### src/bcd_pkg.sv
package bcd_pkg;

	// Field widths of the configuration registers.
	localparam int IMG_W_BITS    = 11;
	localparam int IMG_H_BITS    = 13;
	localparam int CFG_DATA_BITS = 13;

	// Reset sizes of the image.
	localparam int RST_IMG_W = 640;
	localparam int RST_IMG_H = 480;

	// Configuration register indexes.
	localparam logic CFG_IDX_WIDTH  = 1'b0;
	localparam logic CFG_IDX_HEIGHT = 1'b1;

	// Input word modes.
	localparam logic MODE_PIXEL = 1'b0;
	localparam logic MODE_DRAIN = 1'b1;

	// Input word.
	typedef struct packed {
		logic mode;
		logic pixel_in;
	} in_word_t;

	// Result word.
	typedef struct packed {
		logic pixel_out;
		logic row_end;
		logic frame_end;
	} out_word_t;

	// Bits held by one cell of the line chain: previous row and the row before it.
	typedef struct packed {
		logic row1;
		logic row2;
	} tap_pair_t;

	// Control of the line chain.
	typedef struct packed {
		logic shift;
		logic din;
	} line_ctl_t;

	// Fixed taps at the far end of the line chain.
	typedef struct packed {
		logic cur;
		logic nxt;
		logic up;
	} line_taps_t;

endpackage

### src/bcd_if.sv
// Input channel: valid/ready with one pixel word.
interface bcd_in_if import bcd_pkg::*; ();
	logic     valid;
	logic     ready;
	in_word_t data;

	modport source (output valid, output data, input ready);
	modport sink (input valid, input data, output ready);
endinterface

// Result channel: valid/ready with one result word.
interface bcd_out_if import bcd_pkg::*; ();
	logic      valid;
	logic      ready;
	out_word_t data;

	modport source (output valid, output data, input ready);
	modport sink (input valid, input data, output ready);
endinterface

### src/bcd_cell.sv
// One column of the two line stores. On a shift it loads either the word
// entering the chain (when it is the entry cell) or its left neighbor.
module bcd_cell import bcd_pkg::*; (
	input  logic      clk,
	input  logic      shift,
	input  logic      entry,
	input  tap_pair_t ent,
	input  tap_pair_t prev,
	output tap_pair_t q
);

	tap_pair_t pair_q;

	// Line store contents need no reset.
	always_ff @(posedge clk) begin
		if (shift) begin
			pair_q <= entry ? ent : prev;
		end
	end

	assign q = pair_q;

endmodule

### src/bcd_line.sv
// Chain of MAX_WIDTH cells forming two line delays of configurable length.
// New pixels enter at cell start and leave at the last cell after as many
// shifts as the image is wide; the previous row cascades into the second line.
module bcd_line import bcd_pkg::*; #(
	parameter int MAX_WIDTH = 1024,
	localparam int PW = $clog2(MAX_WIDTH)
) (
	input  logic          clk,
	input  line_ctl_t     ctl,
	input  logic [PW-1:0] start,
	output line_taps_t    taps
);

	tap_pair_t link [MAX_WIDTH];
	tap_pair_t ent;

	// The entry cell takes the new pixel and the pixel leaving the first line.
	assign ent.row1 = ctl.din;
	assign ent.row2 = link[MAX_WIDTH-1].row1;

	for (genvar p = 0; p < MAX_WIDTH; p++) begin : g_cell
		tap_pair_t prev;

		if (p == 0) begin : g_head
			assign prev = '0;
		end else begin : g_body
			assign prev = link[p-1];
		end

		bcd_cell u_cell (
			.clk   (clk),
			.shift (ctl.shift),
			.entry (start == PW'(p)),
			.ent   (ent),
			.prev  (prev),
			.q     (link[p])
		);
	end

	// Current column, next column of the previous row, and the row above it.
	assign taps.cur = link[MAX_WIDTH-1].row1;
	assign taps.nxt = link[MAX_WIDTH-2].row1;
	assign taps.up  = link[MAX_WIDTH-1].row2;

endmodule

### src/binary_cross_dilation.sv
// Channel   Dir  Handshake      Word
// pixels    in   valid/ready    mode, pixel_in
// results   out  valid/ready    pixel_out, row_end, frame_end
// cfg       in   cfg_we only    cfg_index, cfg_data
//
// One word is taken per clock while pixels.ready is high; its result is
// registered. The line stores are a chain of shift cells, one per column,
// so all reads come from fixed taps and there is no read latency to hide.
// arst_n resets counters, sizes and the output valid; line store contents
// are not cleared. pixels.ready drops only while a result waits in the
// output register and results.ready is low.
module binary_cross_dilation import bcd_pkg::*; #(
	parameter int MAX_WIDTH  = 1024,
	parameter int MAX_HEIGHT = 4096
) (
	input  logic                     clk,
	input  logic                     arst_n,
	input  logic                     cfg_we,
	input  logic                     cfg_index,
	input  logic [CFG_DATA_BITS-1:0] cfg_data,
	bcd_in_if.sink                   pixels,
	bcd_out_if.source                results
);

	localparam int CW    = $clog2(MAX_WIDTH);
	localparam int RW    = (MAX_HEIGHT > 1) ? $clog2(MAX_HEIGHT) : 1;
	localparam int RST_W = (RST_IMG_W < MAX_WIDTH) ? RST_IMG_W : MAX_WIDTH;
	localparam int RST_H = (RST_IMG_H < MAX_HEIGHT) ? RST_IMG_H : MAX_HEIGHT;

	logic [CW-1:0] wm1_q;
	logic [CW-1:0] start_q;
	logic [RW-1:0] hm1_q;
	logic [CW-1:0] col_q;
	logic [RW-1:0] row_q;
	logic [CW-1:0] dcol_q;
	logic          drain_q;
	logic          left_q;
	logic          out_v_q;
	out_word_t     out_q;

	logic [31:0]   w_req;
	logic [31:0]   w_eff;
	logic [31:0]   h_req;
	logic [31:0]   h_eff;

	logic          acc;
	logic          is_pix;
	logic [CW-1:0] x;
	logic          last_col;
	logic          up_ok;
	logic          down;
	logic          has_res;
	out_word_t     res;
	line_ctl_t     ctl;
	line_taps_t    taps;

	// Clamp written sizes into the supported range.
	always_comb begin
		w_req = 32'(cfg_data[IMG_W_BITS-1:0]);
		h_req = 32'(cfg_data[IMG_H_BITS-1:0]);
		if (w_req == 32'd0) begin
			w_eff = 32'd1;
		end else if (w_req > 32'(MAX_WIDTH)) begin
			w_eff = 32'(MAX_WIDTH);
		end else begin
			w_eff = w_req;
		end
		if (h_req == 32'd0) begin
			h_eff = 32'd1;
		end else if (h_req > 32'(MAX_HEIGHT)) begin
			h_eff = 32'(MAX_HEIGHT);
		end else begin
			h_eff = h_req;
		end
	end

	assign acc    = pixels.valid && pixels.ready;
	assign is_pix = (pixels.data.mode == MODE_PIXEL);

	// Cross window around the current output position.
	always_comb begin
		x        = is_pix ? col_q : dcol_q;
		last_col = (x == wm1_q);
		up_ok    = is_pix ? (row_q > RW'(1)) : (hm1_q != '0);
		down     = is_pix & pixels.data.pixel_in;
		has_res  = is_pix ? (row_q != '0) : drain_q;

		res.pixel_out = taps.cur | down | (up_ok & taps.up) | (~last_col & taps.nxt)
			| ((x != '0) & left_q);
		res.row_end   = last_col;
		res.frame_end = ~is_pix & last_col;

		ctl.shift = acc & (is_pix | drain_q);
		ctl.din   = is_pix & pixels.data.pixel_in;
	end

	bcd_line #(
		.MAX_WIDTH (MAX_WIDTH)
	) u_line (
		.clk   (clk),
		.ctl   (ctl),
		.start (start_q),
		.taps  (taps)
	);

	// Sizes, raster position and drain state.
	always_ff @(posedge clk or negedge arst_n) begin
		if (!arst_n) begin
			wm1_q   <= CW'(RST_W - 1);
			start_q <= CW'(MAX_WIDTH - RST_W);
			hm1_q   <= RW'(RST_H - 1);
			col_q   <= '0;
			row_q   <= '0;
			dcol_q  <= '0;
			drain_q <= 1'b0;
			left_q  <= 1'b0;
		end else if (cfg_we) begin
			// A size change restarts the frame.
			if (cfg_index == CFG_IDX_WIDTH) begin
				wm1_q   <= CW'(w_eff - 32'd1);
				start_q <= CW'(32'(MAX_WIDTH) - w_eff);
			end else begin
				hm1_q <= RW'(h_eff - 32'd1);
			end
			col_q   <= '0;
			row_q   <= '0;
			dcol_q  <= '0;
			drain_q <= 1'b0;
			left_q  <= 1'b0;
		end else if (acc) begin
			if (is_pix) begin
				drain_q <= 1'b0;
				left_q  <= taps.cur;
				if (last_col) begin
					col_q  <= '0;
					left_q <= 1'b0;
					if (row_q == hm1_q) begin
						row_q   <= '0;
						drain_q <= 1'b1;
						dcol_q  <= '0;
					end else begin
						row_q <= row_q + RW'(1);
					end
				end else begin
					col_q <= col_q + CW'(1);
				end
			end else if (drain_q) begin
				left_q <= taps.cur;
				if (last_col) begin
					drain_q <= 1'b0;
				end else begin
					dcol_q <= dcol_q + CW'(1);
				end
			end
		end
	end

	// Output register.
	always_ff @(posedge clk or negedge arst_n) begin
		if (!arst_n) begin
			out_v_q <= 1'b0;
		end else if (acc) begin
			out_v_q <= has_res;
		end else if (results.ready) begin
			out_v_q <= 1'b0;
		end
	end

	always_ff @(posedge clk) begin
		if (acc && has_res) begin
			out_q <= res;
		end
	end

	assign pixels.ready  = !out_v_q || results.ready;
	assign results.valid = out_v_q;
	assign results.data  = out_q;

endmodule

### src/flat_wrapper.sv
// flat-port wrapper written by rule: the top's interface ports become plain ports
module binary_cross_dilation_flat import bcd_pkg::*;
#(
	parameter int MAX_WIDTH  = 1024,
	parameter int MAX_HEIGHT = 4096
)
  (clk, arst_n, cfg_we, cfg_index, cfg_data, pixels_valid, pixels_data, pixels_ready, results_valid, results_data, results_ready);
  bcd_in_if pixels_i ();
  bcd_out_if results_i ();
  input  logic clk;
  input  logic arst_n;
  input  logic cfg_we;
  input  logic cfg_index;
  input  logic [CFG_DATA_BITS-1:0] cfg_data;
  input wire logic [$bits(pixels_i.valid)-1:0] pixels_valid;
  input wire logic [$bits(pixels_i.data)-1:0] pixels_data;
  output wire logic [$bits(pixels_i.ready)-1:0] pixels_ready;
  output wire logic [$bits(results_i.valid)-1:0] results_valid;
  output wire logic [$bits(results_i.data)-1:0] results_data;
  input wire logic [$bits(results_i.ready)-1:0] results_ready;
  assign pixels_i.valid = pixels_valid;
  assign pixels_i.data = pixels_data;
  assign pixels_ready = pixels_i.ready;
  assign results_valid = results_i.valid;
  assign results_data = results_i.data;
  assign results_i.ready = results_ready;
  binary_cross_dilation #(.MAX_WIDTH(MAX_WIDTH), .MAX_HEIGHT(MAX_HEIGHT)) u_core (.clk(clk), .arst_n(arst_n), .cfg_we(cfg_we), .cfg_index(cfg_index), .cfg_data(cfg_data), .pixels(pixels_i), .results(results_i));
endmodule
### config.mk
export PLATFORM = sky130hd
export DESIGN_NAME = binary_cross_dilation_flat
export DESIGN_NICKNAME = d
export VERILOG_FILES = /design/src/bcd_pkg.sv /design/src/bcd_if.sv /design/src/bcd_cell.sv /design/src/bcd_line.sv /design/src/binary_cross_dilation.sv /design/src/flat_wrapper.sv
export SDC_FILE = /design/constraint.sdc
export NUM_CORES = 2
export LEC_CHECK = 0
export BUFFER_PORTS_ARGS = -buffer_cell sky130_fd_sc_hd__buf_2
export CELL_PAD_IN_SITES_DETAIL_PLACEMENT = 0
export CELL_PAD_IN_SITES_GLOBAL_PLACEMENT = 1
export CORE_AREA = 2 2 460 462
export CTS_CLUSTER_SIZE = 25
export DETAILED_ROUTE_END_ITERATION = 10
export DIE_AREA = 0 0 462 464
export GPL_TIMING_DRIVEN = 0
export PLACE_DENSITY = 0.73
export SYNTH_ARGS = -nofsm -noshare
export SYNTH_HDL_FRONTEND = slang
export SYNTH_SLANG_ARGS = --single-unit
### constraint.sdc
create_clock -name clk -period 145.7 [get_ports clk]
set_clock_uncertainty 0.05 [all_clocks]
set_input_delay 43.71 -clock clk [delete_from_list [all_inputs] [get_ports clk]]
set_output_delay 43.71 -clock clk [all_outputs]
set_load 0.02 [all_outputs]
==> impl_results.md <==
* Clock tree root driver cell: clkbuf_16
* Synth unique cells at 56
* Post-CTS Setup Repair Bufs at 0
* Via count at 66800
* Port buffer count at 21
* Synth top area share at 0.657
* RD Place Congestion at 0.982
* Post-layout min period at 88.18 ns
* Hold Slack at 0.448 ns
* Largest net degree at the start of global routing at 68
* Synth Cell Area at 0.0937 sq mm
* P_leak at 36.0 nW
* DR vias/cell at 6.34
* Yosys reg bits at 2118
* Final antenna-violating net count at 0
* Crit-path cells: buf_2 -> nor2b_1 -> inv_1 -> buf_2
* Initial antenna violation count at 120
* CTS tree: done
* Crit path DAT at 44.42 ns
* Top cell by count, worst path: buf_2
* Routed wirelength normalized by instance count at 35.9 microns
* Slew Limit Fails at 341
* Maximum clock rate at 11.3 MHz
* Highest ir drop seen on vdd at 0.0000147 V
* Gr usage total at 0.346
* Final setup fails at 0
* Synth Instances at 7050
* NumNets Final at 7428
* Mean post-synth cell area at 13.3 sq um
* Status: finished, violations left
* Failing checks: max-capacitance violations, max-slew violations
* Syn nets at 7079
* Least-Margin Pin Slew at 1.74 ns
* Worst EP required at 101.94 ns
* DRC Markers at 0
* Hold buffer count at cts at 0
* Top cell type by total area after synthesis: edfxtp_1
* Chip Height at 464 microns
* Setup tns final at 0 ns
* Core Area at 0.209 sq mm
* Main synth FF type: edfxtp_1
* Num ports at 26
* Maximum root-to-sink buffer count at 3
* Worst Path Max Fanout at 4
* Crit path kind: in2out
* Initial Util at 0.448
* Fillers at 17900
* Pwr dens at 13.3 mW/mm^2
* Post_cts resized at 0
* First-pass GRT wire length at 502000 microns
* Clk slew on worst S/H paths at 0.06 ns
* Vias in the first global route at 60100
* Hold Vio Cnt, Final at 0
* Skew-Pair Late Insertion Delay at 0.90 ns
* CP Capture Type: primary output
* Layout cells sized above 1 at 0.256
* Startpoint Class: input port
* # H-tree levels at 4
* CTS sink cnt at 2118
* Max-cap violations at 34
* GRT overflow at 0
* Fin crit share at 0.605
* Placed Cells at 9983
* Iter 0 DRT Violations at 13500
* Drt pass-1 iters at 8
* Slowest-stage cell, CP: nor2b_1
* Yosys warns at 0
* FP Rows at 168
* Post-DP HPWL at 257000 microns
* Register area at 0.0633 sq mm
* Post-synth EDFFs at 2051
* Seq/Total Area, Yosys at 0.675
* Multi-input gate area at 0.0288 sq mm
* Asr flop ratio synth at 0.0316
* Syn-to-layout area delta at 14.4%
* Die Wd at 462 microns
* Hold Crit Class: reg2reg
* Dominant cells by area after synthesis: edfxtp_1 66%, mux2_2 16%, nand2_1 6.3%
* Layout Cells excl Fill at 10500
* Worst rel slew slack at -0.163
* Die area at 0.214 sq mm
* Crit path largest cell delay at 0.27 ns
* Unrepaired setup endpoints after global routing: no
* Final wirelength at 378000 microns
* Final Util at 0.513
* CTS buffer count at 219
* Pwr Total at 1.42 mW
==> cells in the mapped netlist, types with 17 or more instances <==
cell / instances
edfxtp_1: 2051
nand2_1: 1572
mux2_2: 1324
o21ai_0: 759
nor2_1: 449
clkbuf_1: 374
nor3_1: 101
nand3_1: 54
dfrtp_1: 49
buf_1: 43
a21oi_1: 26
xnor2_1: 25
nor2b_1: 21
dfstp_2: 18
or3_1: 18
inv_1: 17
==> path summary, 6_finish.rpt <==
check | startpoint | slack, ns | end | cells past startpoint
max in group asynchronous | arst_n | 102.12 | u_core.start_q[3]$_DFFE_PN0P_ | 1
min in group asynchronous | arst_n | 42.89 | u_core.row_q[2]$_DFFE_PN0P_ | 1
hold reg to reg | u_core.wm1_q[2]$_DFFE_PN1P_ | 0.45 | u_core.wm1_q[2]$_DFFE_PN1P_ | 2
hold / removal | u_core.wm1_q[2]$_DFFE_PN1P_ | 0.45 | u_core.wm1_q[2]$_DFFE_PN1P_ | 2
setup reg to reg | u_core.start_q[2]$_DFFE_PN0P_ | 140.65 | u_core.u_line.g_cell[935].u_cell.q[0]$_DFFE_PP_ | 7
setup / recovery | results_ready | 57.52 | pixels_ready | 4
==> cell type report <==
class                   instances  area share
repair buffers                128      0.0228
inverters                      17    0.000595
well taps                    2805      0.0327
plain buffers                 421      0.0167
multi-input cells            4494       0.269
flip-flops and latches       2118       0.590
diodes                        140     0.00327
clock buffers                 275      0.0538
clock inverters               134      0.0116
==> sequential cells by signal, indices dropped and copies added, names as in the netlist <==
register,flops
u_core.wm1_q,10
u_core.row_q,12
u_core.start_q,10
u_core.u_line.g_cell.u_cell.q,2048
u_core.drain_q,1
u_core.results.data,3
u_core.col_q,10
u_core.hm1_q,12
u_core.results.valid,1
u_core.left_q,1
u_core.dcol_q,10
==> placed cells by master (no fill, tap or decap), types with 10 or more instances in the layout <==
master	count
a21oi_1	26
and3_1	10
buf_1	22
buf_12	74
buf_16	29
buf_2	41
bufinv_16	20
clkbuf_1	288
clkbuf_16	221
clkbuf_2	137
clkinv_1	54
clkinv_2	48
dfrtp_1	49
dfstp_2	18
diode_2	140
edfxtp_1	2051
inv_1	17
mux2_2	1324
mux2i_1	14
nand2_1	1571
nand3_1	54
nand4_1	13
nor2_1	448
nor2b_1	21
nor3_1	101
nor4_1	13
o21ai_0	759
or3_1	18
xnor2_1	25
xor2_1	13
==> stage by stage <==
| stage | setup WS [ns] | instance area (sq um) |
|---|---|---|
| final | 57.52 | 107000 |
| after global routing | 57.44 | 107000 |
| after CTS | 57.51 | 107000 |
| after detailed placement | 57.51 | 99900 |
| after global placement | -24.47 | 97400 |
| after floorplan | 11.16 | 93700 |
==> power breakdown <==
| group | leakage [nW] | switching [mW] | internal, mW |
|---|---|---|---|
| Combinational | 12.5 | 0.117 | 0.0303 |
| Sequential | 20.0 | 0.00889 | 0.700 |
| Clock | 3.45 | 0.253 | 0.316 |
| Total | 36.0 | 0.379 | 1.05 |
==> critical path, delay by kind of cell <==
family	cells	cell delay [ns]
and+or+nand+nor	1	0.27
buffers and inverters	3	0.45
==> kinds of logic (layout without fill, tap and decap cells) <==
| family | after synthesis | count (layout) | synth area share |
|---|---|---|---|
| AO/OA/AOI/OAI | 827 | 827 | 0.0454 |
| flip-flops | 2118 | 2118 | 0.675 |
| AND/OR/NAND/NOR | 2283 | 2283 | 0.0967 |
| buffers and inverters | 438 | 975 | 0.0178 |
| other | 0 | 140 | 0 |
| multiplexers | 1338 | 1338 | 0.161 |
| adder cells (fa/ha/maj) | 8 | 8 | 0.00107 |
| XOR/XNOR | 38 | 38 | 0.00355 |
==> routing by layer <==
| layer | wire (microns) | GRT usage | up-vias | share of wire |
|---|---|---|---|---|
| met5 | 160 | 0 | - | 0.00042 |
| met4 | 25500 | 0.202 | 24 | 0.067 |
| met3 | 57300 | 0.123 | 1174 | 0.15 |
| met2 | 160000 | 0.491 | 5627 | 0.42 |
| met1 | 136000 | 0.456 | 33300 | 0.36 |
| li1 | - | - | 26600 | - |
Power figures use the tool's default switching activity.
